<file path="src/sbcb_pkg.sv">
// Package for the swept box brush clip: widths, fixed-point constants, coordinate extract, divider request.
// No dependencies.
package sbcb_pkg;
  localparam int MAX_SIDES  = 64;
  localparam int SIDE_W     = 6;
  localparam int COORD_BITS = 21;
  localparam int FRAC_W     = 18;
  localparam int DIST_W     = 48;
  localparam int DIV_BITS   = 18;
  localparam logic signed [FRAC_W-1:0] ONE_Q16   = 18'sd65536;
  localparam logic signed [FRAC_W-1:0] MONE_Q16  = -18'sd65536;
  localparam logic signed [DIST_W-1:0] EPS_Q22   = 48'sd131072;

  typedef logic signed [DIST_W-1:0] dist_t;

  function automatic logic signed [COORD_BITS-1:0] coord_f(input logic [62:0] r,
                                                           input int k);
    coord_f = r[21*k +: COORD_BITS];
  endfunction

  typedef struct packed {
    logic                     start;
    logic signed [DIST_W-1:0] num;
    logic signed [DIST_W-1:0] den;
  } div_req_t;
endpackage

</file>
<file path="src/sbcb_div.sv">
// Iterative restoring divider: num*65536/den, one quotient bit a cycle.
// Depends on sbcb_pkg.
module sbcb_div (
  input  logic                              clk,
  input  logic                              rst_n,
  input  sbcb_pkg::div_req_t                req,
  output logic                              done,
  output logic signed [sbcb_pkg::FRAC_W-1:0] quot
);
  import sbcb_pkg::*;

  logic [DIST_W-1:0]  den_r, rem_r, rem_nxt;
  logic [DIST_W+15:0] dvd_r, dvd_nxt;
  logic [DIV_BITS:0]  q_r, q_nxt;
  logic [5:0]         cnt_r, cnt_nxt;
  logic               busy_r, busy_nxt, neg_r, neg_nxt, done_r, done_nxt;
  logic [DIST_W:0]    trial;
  logic [DIST_W-1:0]  mag;
  logic               q_big;

  // bits above DIV_BITS only set the saturation flag
  localparam int STEPS = DIST_W + 16;

  always_comb begin
    mag = req.num[DIST_W-1] ? DIST_W'(-req.num) : DIST_W'(req.num);
    trial = {rem_r, dvd_r[DIST_W+15]} - {1'b0, den_r};
    rem_nxt = rem_r; dvd_nxt = dvd_r; q_nxt = q_r; cnt_nxt = cnt_r;
    busy_nxt = busy_r; neg_nxt = neg_r; done_nxt = 1'b0;
    if (req.start) begin
      rem_nxt = '0; dvd_nxt = {mag, 16'd0}; q_nxt = '0;
      cnt_nxt = 6'(STEPS - 1); busy_nxt = 1'b1; neg_nxt = req.num[DIST_W-1];
    end else if (busy_r) begin
      dvd_nxt = {dvd_r[DIST_W+14:0], 1'b0};
      if (!trial[DIST_W]) begin
        rem_nxt = trial[DIST_W-1:0];
        q_nxt = {q_r[DIV_BITS-1:0], 1'b1} | {q_r[DIV_BITS], {DIV_BITS{1'b0}}};
      end else begin
        rem_nxt = {rem_r[DIST_W-2:0], dvd_r[DIST_W+15]};
        q_nxt = {q_r[DIV_BITS-1:0], 1'b0} | {q_r[DIV_BITS], {DIV_BITS{1'b0}}};
      end
      // sticky top bit marks overflow beyond the saturation range
      if (q_r[DIV_BITS-1]) q_nxt[DIV_BITS] = 1'b1;
      if (cnt_r == '0) begin busy_nxt = 1'b0; done_nxt = 1'b1; end
      else cnt_nxt = cnt_r - 6'd1;
    end
  end

  always_ff @(posedge clk) begin
    if (!rst_n) begin
      busy_r <= 1'b0; done_r <= 1'b0; cnt_r <= '0;
    end else begin
      busy_r <= busy_nxt; done_r <= done_nxt; cnt_r <= cnt_nxt;
    end
    if (req.start) den_r <= req.den;
    rem_r <= rem_nxt; dvd_r <= dvd_nxt; q_r <= q_nxt; neg_r <= neg_nxt;
  end

  always_comb begin
    q_big = q_r[DIV_BITS] || q_r[DIV_BITS-1];
    if (neg_r)
      quot = (q_big && q_r[DIV_BITS-2:0] != '0) || q_r[DIV_BITS] ||
             (q_r[DIV_BITS-1] && q_r[DIV_BITS-2:0] != '0) ?
             -18'sd131072 : -$signed({1'b0, q_r[DIV_BITS-2:0]}) -
             (q_r[DIV_BITS-1] ? 18'sd131072 : 18'sd0);
    else
      quot = q_big ? 18'sd131071 : $signed({1'b0, q_r[DIV_BITS-2:0]});
  end
  assign done = done_r;
endmodule

</file>
<file path="src/swept_box_convex_brush_clip.sv">
// Top level of the swept box brush clip: sequencer, shared multiplier, state.
// Depends on sbcb_pkg and sbcb_div.
//
// From acceptance to the next acceptance, a plane beat that needs a crossing
// fraction passes through acceptance, the products through one shared 21x16
// multiplier, an evaluate state, a divider start state, the 64-step bit-serial
// divider and a finish state. A plane without a crossing skips the divider, and
// a side of an already rejected brush goes from acceptance straight to finish.
// A last side adds an output state, which waits while the previous result still
// waits in the output register. Begin-trace beats are taken in the idle state.
// in_stall is high while a beat is at work. A result waits in the output register
// without holding the input.
module swept_box_convex_brush_clip (
  input  logic        clk,
  input  logic        rst_n,
  input  logic        cfg_we,
  input  logic [2:0]  cfg_index,
  input  logic [62:0] cfg_data,
  input  logic        in_valid,
  output logic        in_stall,
  input  logic        in_cmd,
  input  logic signed [15:0] in_normal_x,
  input  logic signed [15:0] in_normal_y,
  input  logic signed [15:0] in_normal_z,
  input  logic signed [20:0] in_plane_offset,
  input  logic [5:0]  in_side_index,
  input  logic [31:0] in_brush_contents,
  input  logic        in_last_side,
  output logic        out_valid,
  input  logic        out_stall,
  output logic [16:0] out_trace_fraction,
  output logic [5:0]  out_hit_side,
  output logic [31:0] out_hit_contents,
  output logic        out_start_solid,
  output logic        out_all_solid,
  output logic        out_brush_updated
);
  import sbcb_pkg::*;

  localparam logic [2:0] CFG_START = 3'd0, CFG_END = 3'd1, CFG_MINS = 3'd2,
                         CFG_MAXS = 3'd3, CFG_POINT = 3'd4, CFG_POS = 3'd5;
  localparam logic [2:0] S_IDLE = 3'd0, S_MUL = 3'd1, S_EVAL = 3'd2,
                         S_DIV = 3'd3, S_WAITDIV = 3'd4, S_FIN = 3'd5,
                         S_OUT = 3'd6;

  logic [62:0] start_r, end_r, mins_r, maxs_r;
  logic        point_r, pos_r;
  logic [2:0]  st_r;
  logic [3:0]  step_r;
  logic signed [15:0] n_r [3];
  logic signed [20:0] ofs_r;
  logic [5:0]  side_r;
  logic [31:0] cont_r;
  logic        last_r;
  dist_t       acc_ofs_r, acc1_r, acc2_r, prod_r;
  logic        getout_r, startout_r, rej_r, ssolid_r, asolid_r;
  logic [16:0] best_r;
  logic signed [FRAC_W-1:0] enter_r, leave_r;
  logic [5:0]  lead_r, bside_r;
  logic [31:0] bcont_r;
  logic        is_enter_r;
  logic        ov_r;
  logic [16:0] o_frac_r;
  logic [5:0]  o_side_r;
  logic [31:0] o_cont_r;
  logic        o_ss_r, o_as_r, o_upd_r;

  div_req_t dreq;
  logic     ddone;
  logic signed [FRAC_W-1:0] dq;
  sbcb_div u_div (.clk(clk), .rst_n(rst_n), .req(dreq), .done(ddone), .quot(dq));

  // shared multiplier operands: steps 0-2 box, 3-5 start, 6-8 end
  logic [1:0]  axis;
  logic signed [COORD_BITS-1:0] mc;
  logic signed [15:0] mn;
  dist_t plane_d, d1, d2;
  logic  bump;
  always_comb begin
    case (step_r)
      4'd0, 4'd3, 4'd6, 4'd9: axis = 2'd0;
      4'd1, 4'd4, 4'd7:       axis = 2'd1;
      default:                axis = 2'd2;
    endcase
    mn = n_r[axis];
    if (step_r < 4'd3) mc = coord_f(mn[15] ? maxs_r : mins_r, int'(axis));
    else if (step_r < 4'd6) mc = coord_f(start_r, int'(axis));
    else mc = coord_f(end_r, int'(axis));
    bump = !point_r || pos_r;
    plane_d = DIST_W'(ofs_r) * 48'sd16384 - (bump ? acc_ofs_r : '0);
    d1 = acc1_r - plane_d;
    d2 = acc2_r - plane_d;
  end

  assign in_stall = (st_r != S_IDLE);
  wire in_acc = in_valid && !in_stall;

  logic [5:0] side_sat;
  assign side_sat = (in_side_index > 6'(MAX_SIDES - 1)) ? 6'(MAX_SIDES - 1) : in_side_index;

  always_ff @(posedge clk) begin
    if (!rst_n) begin
      start_r <= '0; end_r <= '0; mins_r <= '0; maxs_r <= '0;
      point_r <= 1'b0; pos_r <= 1'b0;
      st_r <= S_IDLE; step_r <= '0; ov_r <= 1'b0;
      best_r <= 17'd65536; bside_r <= '0; bcont_r <= '0;
      enter_r <= MONE_Q16; leave_r <= ONE_Q16; lead_r <= '0;
      {getout_r, startout_r, rej_r, ssolid_r, asolid_r} <= '0;
      dreq <= '0;
    end else begin
      if (st_r != S_EVAL) dreq.start <= 1'b0;
      if (ov_r && !out_stall && st_r != S_OUT) ov_r <= 1'b0;
      if (cfg_we) begin
        case (cfg_index)
          CFG_START: start_r <= cfg_data;
          CFG_END:   end_r <= cfg_data;
          CFG_MINS:  mins_r <= cfg_data;
          CFG_MAXS:  maxs_r <= cfg_data;
          CFG_POINT: point_r <= cfg_data[0];
          CFG_POS:   pos_r <= cfg_data[0];
          default: ;
        endcase
      end
      case (st_r)
        S_IDLE: if (in_acc) begin
          if (in_cmd) begin
            best_r <= 17'd65536; bside_r <= '0; bcont_r <= '0;
            enter_r <= MONE_Q16; leave_r <= ONE_Q16; lead_r <= '0;
            {getout_r, startout_r, rej_r, ssolid_r, asolid_r} <= '0;
          end else begin
            n_r[0] <= in_normal_x; n_r[1] <= in_normal_y; n_r[2] <= in_normal_z;
            ofs_r <= in_plane_offset; side_r <= side_sat;
            cont_r <= in_brush_contents; last_r <= in_last_side;
            acc_ofs_r <= '0; acc1_r <= '0; acc2_r <= '0;
            step_r <= '0;
            st_r <= rej_r ? S_FIN : S_MUL;
          end
        end
        S_MUL: begin
          // product registered in prod_r, accumulated at the next step
          prod_r <= DIST_W'(mc) * DIST_W'(mn);
          if (step_r != 4'd0) begin
            if (step_r <= 4'd3) acc_ofs_r <= acc_ofs_r + prod_r;
            else if (step_r <= 4'd6) acc1_r <= acc1_r + prod_r;
            else acc2_r <= acc2_r + prod_r;
          end
          if (step_r == 4'd9) st_r <= S_EVAL;
          else step_r <= step_r + 4'd1;
        end
        S_EVAL: begin
          st_r <= S_FIN;
          if (pos_r) begin
            if (d1 > 0) rej_r <= 1'b1;
          end else begin
            if (d2 > 0) getout_r <= 1'b1;
            if (d1 > 0) startout_r <= 1'b1;
            if (d1 > 0 && d2 >= d1) rej_r <= 1'b1;
            else if (d1 > 0 || d2 > 0) begin
              dreq.start <= 1'b1;
              is_enter_r <= d1 > d2;
              dreq.num <= (d1 > d2) ? d1 - EPS_Q22 : -(d1 + EPS_Q22);
              dreq.den <= (d1 > d2) ? d1 - d2 : d2 - d1;
              st_r <= S_DIV;
            end
          end
        end
        S_DIV: st_r <= S_WAITDIV;
        S_WAITDIV: if (ddone) begin
          if (is_enter_r) begin
            if (dq > enter_r) begin enter_r <= dq; lead_r <= side_r; end
          end else if (dq < leave_r) leave_r <= dq;
          st_r <= S_FIN;
        end
        S_FIN: st_r <= last_r ? S_OUT : S_IDLE;
        S_OUT: if (!ov_r || !out_stall) begin
          logic [16:0] nb;
          logic ns, na;
          logic [5:0] nside;
          logic [31:0] ncont;
          nb = best_r; ns = ssolid_r; na = asolid_r;
          nside = bside_r; ncont = bcont_r;
          if (!rej_r) begin
            if (pos_r) begin
              ns = 1'b1; na = 1'b1; nb = '0; ncont = cont_r;
            end else if (!startout_r) begin
              ns = 1'b1; if (!getout_r) na = 1'b1;
            end else if (enter_r < leave_r && enter_r > MONE_Q16 &&
                         enter_r < $signed({1'b0, best_r})) begin
              nb = enter_r[FRAC_W-1] ? 17'd0 : enter_r[16:0];
              nside = lead_r; ncont = cont_r;
            end
          end
          best_r <= nb; ssolid_r <= ns; asolid_r <= na;
          bside_r <= nside; bcont_r <= ncont;
          o_frac_r <= nb;
          o_side_r <= nside;
          o_cont_r <= ncont;
          o_ss_r <= ns; o_as_r <= na;
          o_upd_r <= nb != best_r || ns != ssolid_r || na != asolid_r;
          ov_r <= 1'b1;
          enter_r <= MONE_Q16; leave_r <= ONE_Q16; lead_r <= '0;
          {getout_r, startout_r, rej_r} <= '0;
          st_r <= S_IDLE;
        end
        default: st_r <= S_IDLE;
      endcase
    end
  end

  assign out_valid = ov_r;
  assign out_trace_fraction = o_frac_r;
  assign out_hit_side = o_side_r;
  assign out_hit_contents = o_cont_r;
  assign out_start_solid = o_ss_r;
  assign out_all_solid = o_as_r;
  assign out_brush_updated = o_upd_r;
endmodule
</file>
<file path="config.mk">
export PLATFORM = sky130hd
export DESIGN_NAME = swept_box_convex_brush_clip
export DESIGN_NICKNAME = d
export VERILOG_FILES = /design/src/sbcb_pkg.sv /design/src/sbcb_div.sv /design/src/swept_box_convex_brush_clip.sv
export SDC_FILE = /design/constraint.sdc
export NUM_CORES = 2
export LEC_CHECK = 0
export ABC_AREA = 1
export BUFFER_PORTS_ARGS = -buffer_cell sky130_fd_sc_hd__buf_2
export CORE_MARGIN = 2
export CORE_UTILIZATION = 40
export DETAILED_ROUTE_END_ITERATION = 7
export PLACE_DENSITY_LB_ADDON = 0.1
export SETUP_SLACK_MARGIN = 0.2
export SLEW_MARGIN = 10
export SYNTH_ARGS = -nofsm -noshare
export SYNTH_HDL_FRONTEND = slang
export SYNTH_SLANG_ARGS = --single-unit
</file>
<file path="constraint.sdc">
create_clock -name clk -period 9.3 [get_ports clk]
set_clock_uncertainty 0.2 [all_clocks]
set_input_delay 0 -clock clk [delete_from_list [all_inputs] [get_ports clk]]
set_output_delay 0 -clock clk [all_outputs]
set_load 0.005 [all_outputs]
</file>
==> impl_metrics.yaml <==
detailed_routing:
  drc: 0
  wire_per_inst_um: 20.0
  ant_nets: 0
  vias: 75247
  wl_um: 286000
  drt_iter0_drc: 6229
  vias_per_cell: 5.27
  dr.pass1.iters: 6
placed_design:
  place.gp.congestion: 0.998
  port_buffers: 239
  dp_hpwl_um: 224000
synth:
  syn_inst: 10825
  ys_seq_area_frac: 0.303
  async_flop_share: 0
  synth_area_leaders: "edfxtp_1, dfxtp_1, nand2_1"
  yosys_warnings: 0
  synth.distinct_cells: 74
  yosys.area.top_type: "edfxtp_1"
  yosys.area.top_type_share: 0.168
  synthFlopType: "dfxtp_1"
  syn_avg_cell_area_um2: 7.36
  netlist_area_um2: 79600
  synth-edff-count: 445
  synth_fp_nets: 11937
  ys_ff_latch: 981
floorplanning:
  dieArea_um2: 203000
  core_um2: 198000
  initial_utilization: 0.403
  die_x_um: 450
  die_h_um: 450
  ios: 240
  fp-row-count: 163
layout:
  layout_commonest_cell: "nand2_1"
  post_route_cells_drive_above_1_share: 0.0836
  final_nets: 12633
  final_cell_mix: "nand2_1, inv_1, nor2_1"
  syn_to_final_growth_pct: 17.1
  fillCellCount: 19931
clock_network:
  cts-root-buf: "clkbuf_16"
  cts_num_sinks: 981
  clk_latency_ns: 0.82
  cts_htree_levels: 3
  cts_buffers: 114
  cts_tree: "built"
  clk_pin_slew_ns: 0.06
  cts_buffer_depth: 3
flow_run:
  maxCapViolations: 0
worst_hold_path:
  hold_end: "maxs_r[6]$_SDFFE_PN0P_"
  whs_path_depth: 4
  hold_class: "primary input to flop"
  hp-start: "cfg_data[6]"
critical_path:
  end_kind: "flop"
  cpPeakStageDelay_ns: 0.56
  criticalPathCategory: "flop to flop"
  cp_slowest_cell: "fa_1"
  r2r_slack_ns: 0.71
  r2r-end: "prod_r[35]$_DFFE_PP_"
  critPathLaunchType: "flop"
  critical_path.max_fanout: 14
  cp.arrival_ns: 8.84
  critPathRequiredTime_ns: 9.55
  reg2regPathDepth: 47
  crit_top_cell: "nand2_1"
  r2r-start: "step_r[1]$_SDFFE_PN0P_"
run_status:
  status: "finished, final reports clean"
sta:
  timing.final.max_slew_violations: 0
  max_slew_margin: 0.194
  post-route-period-util: 0.924
  hold_viol_final: 0
  setup_viol: 0
  fin_setup_tns_ns: 0
  tightest_slew_ns: 1.21
  rsz0062_at_grt: "true"
  max_freq_mhz: 116
  period_minus_slack_ns: 8.59
global_route:
  antenna_found_initial: 8
  grt_usage: 0.275
  grt_first_pass_wirelength_um: 434000
  grt_pass1_vias: 73542
  grt_max_degree: 125
  gr-total-overflow: 0
-- flip-flops by register name, summed over array words and instances (netlist names), 37 cells and up --
register,cells
mins_r,63
start_r,63
u_div.rem_r,48
maxs_r,63
u_div.dvd_r,48
prod_r,37
end_r,63
n_r,48
acc2_r,48
u_div.den_r,48
acc_ofs_r,48
dreq,97
acc1_r,48
-- critical path: cells and delay by family, from the launching register on --
family,cells,cell delay (ns)
buffers and inverters,12,1.21
XOR/XNOR,1,0.10
flip-flops,1,0.37
AND/OR/NAND/NOR,19,1.75
adder cells (fa/ha/maj),8,3.54
AO/OA/AOI/OAI,7,1.07
-- cells by family (layout without fill, tap and decap cells) --
logic type / Yosys count / after routing / share of synthesized area
and+or+nand+nor: 4188 / 4188 / 0.212
AOI/OAI and AO/OA: 2462 / 2462 / 0.171
buffers and inverters: 1848 / 2644 / 0.0896
DFF: 981 / 981 / 0.303
adders and majority gates: 932 / 932 / 0.179
xor gates and xnor gates: 407 / 407 / 0.0459
muxes: 7 / 7 / 0.000974
other: 0 / 7 / 0
-- stage by stage --
stage,setup slack [ns],util,hold WS [ns],cell area (um2),cells
2_1_floorplan,0.675,-,-0.101,79600,10825
3_3_place_gp,0.217,0.432,-0.0237,85400,13669
3_5_place_dp,0.114,0.432,-0.0219,85400,13669
4_1_cts,0.223,0.471,0.00566,93000,14256
5_1_grt,0.120,0.472,0.0582,93200,14265
6_report,0.706,0.472,0.0760,93300,14268
-- synthesized netlist by cell type, types with 21 or more instances --
library cell	n
xor2_1	269
dfxtp_1	536
o211ai_1	55
fa_1	340
o21a_1	85
or2_2	21
a21boi_0	21
o21bai_1	32
nand2_2	21
inv_2	32
a31oi_1	78
nand4_1	90
edfxtp_1	445
o21ai_1	49
nor4_1	23
o21ai_0	874
nor3_1	87
nor2_1	1379
xnor2_1	128
a21oi_1	1032
nand3_1	242
o22ai_1	48
nand2_1	2246
inv_1	1440
ha_1	592
clkbuf_1	297
a211oi_1	23
-- per-layer routing --
metal / track usage / part of all wire / vias to the layer above
met2: 0.462 / 0.47 / 2093
met4: 0.100 / 0.038 / 2
li1: - / - / 36941
met1: 0.366 / 0.44 / 35785
met3: 0.0251 / 0.047 / 426
met5: 0 / 0.000031 / -
-- how the worst max path moves through the flow --
| stage | from | end | slack (ns) | cells past startpoint |
|---|---|---|---|---|
| CTS | step_r[1]$_SDFFE_PN0P_ | prod_r[46]$_DFFE_PP_ | 0.22 | 51 |
| global route | step_r[1]$_SDFFE_PN0P_ | prod_r[33]$_DFFE_PP_ | 0.12 | 54 |
| detailed placement | step_r[1]$_SDFFE_PN0P_ | prod_r[33]$_DFFE_PP_ | 0.11 | 52 |
| finish | step_r[1]$_SDFFE_PN0P_ | prod_r[35]$_DFFE_PP_ | 0.71 | 47 |
| global placement | step_r[1]$_SDFFE_PN0P_ | prod_r[46]$_DFFE_PP_ | 0.22 | 48 |
| floorplan | step_r[1]$_SDFFE_PN0P_ | prod_r[46]$_DFFE_PP_ | 0.68 | 50 |
-- what timing repair did --
item / 4_1_cts / 5_1_grt
endpoints found under the hold margin: 573 / 0
hold buffers: 371 / 0
pin swaps: 0 / 10
setup buffers: 0 / 5
gates resized for setup: 9 / 54
setup endpoints to repair: 5 / 100
-- layout make-up --
type,count,area (um2),share of cell area
Multi-Input combinational cell,7996,48700,0.522
Sequential cell,981,24100,0.258
Timing Repair Buffer,938,7640,0.0819
Inverter,1490,5620,0.0602
Tap cell,2640,3300,0.0354
Clock buffer,141,3070,0.0329
Clock inverter,75,825,0.00884
Antenna cell,7,17.5,0.000188
Power is left out: the tool's default activity adds up to more than one toggle a clock period on the data nets, which glitch-free logic cannot reach.
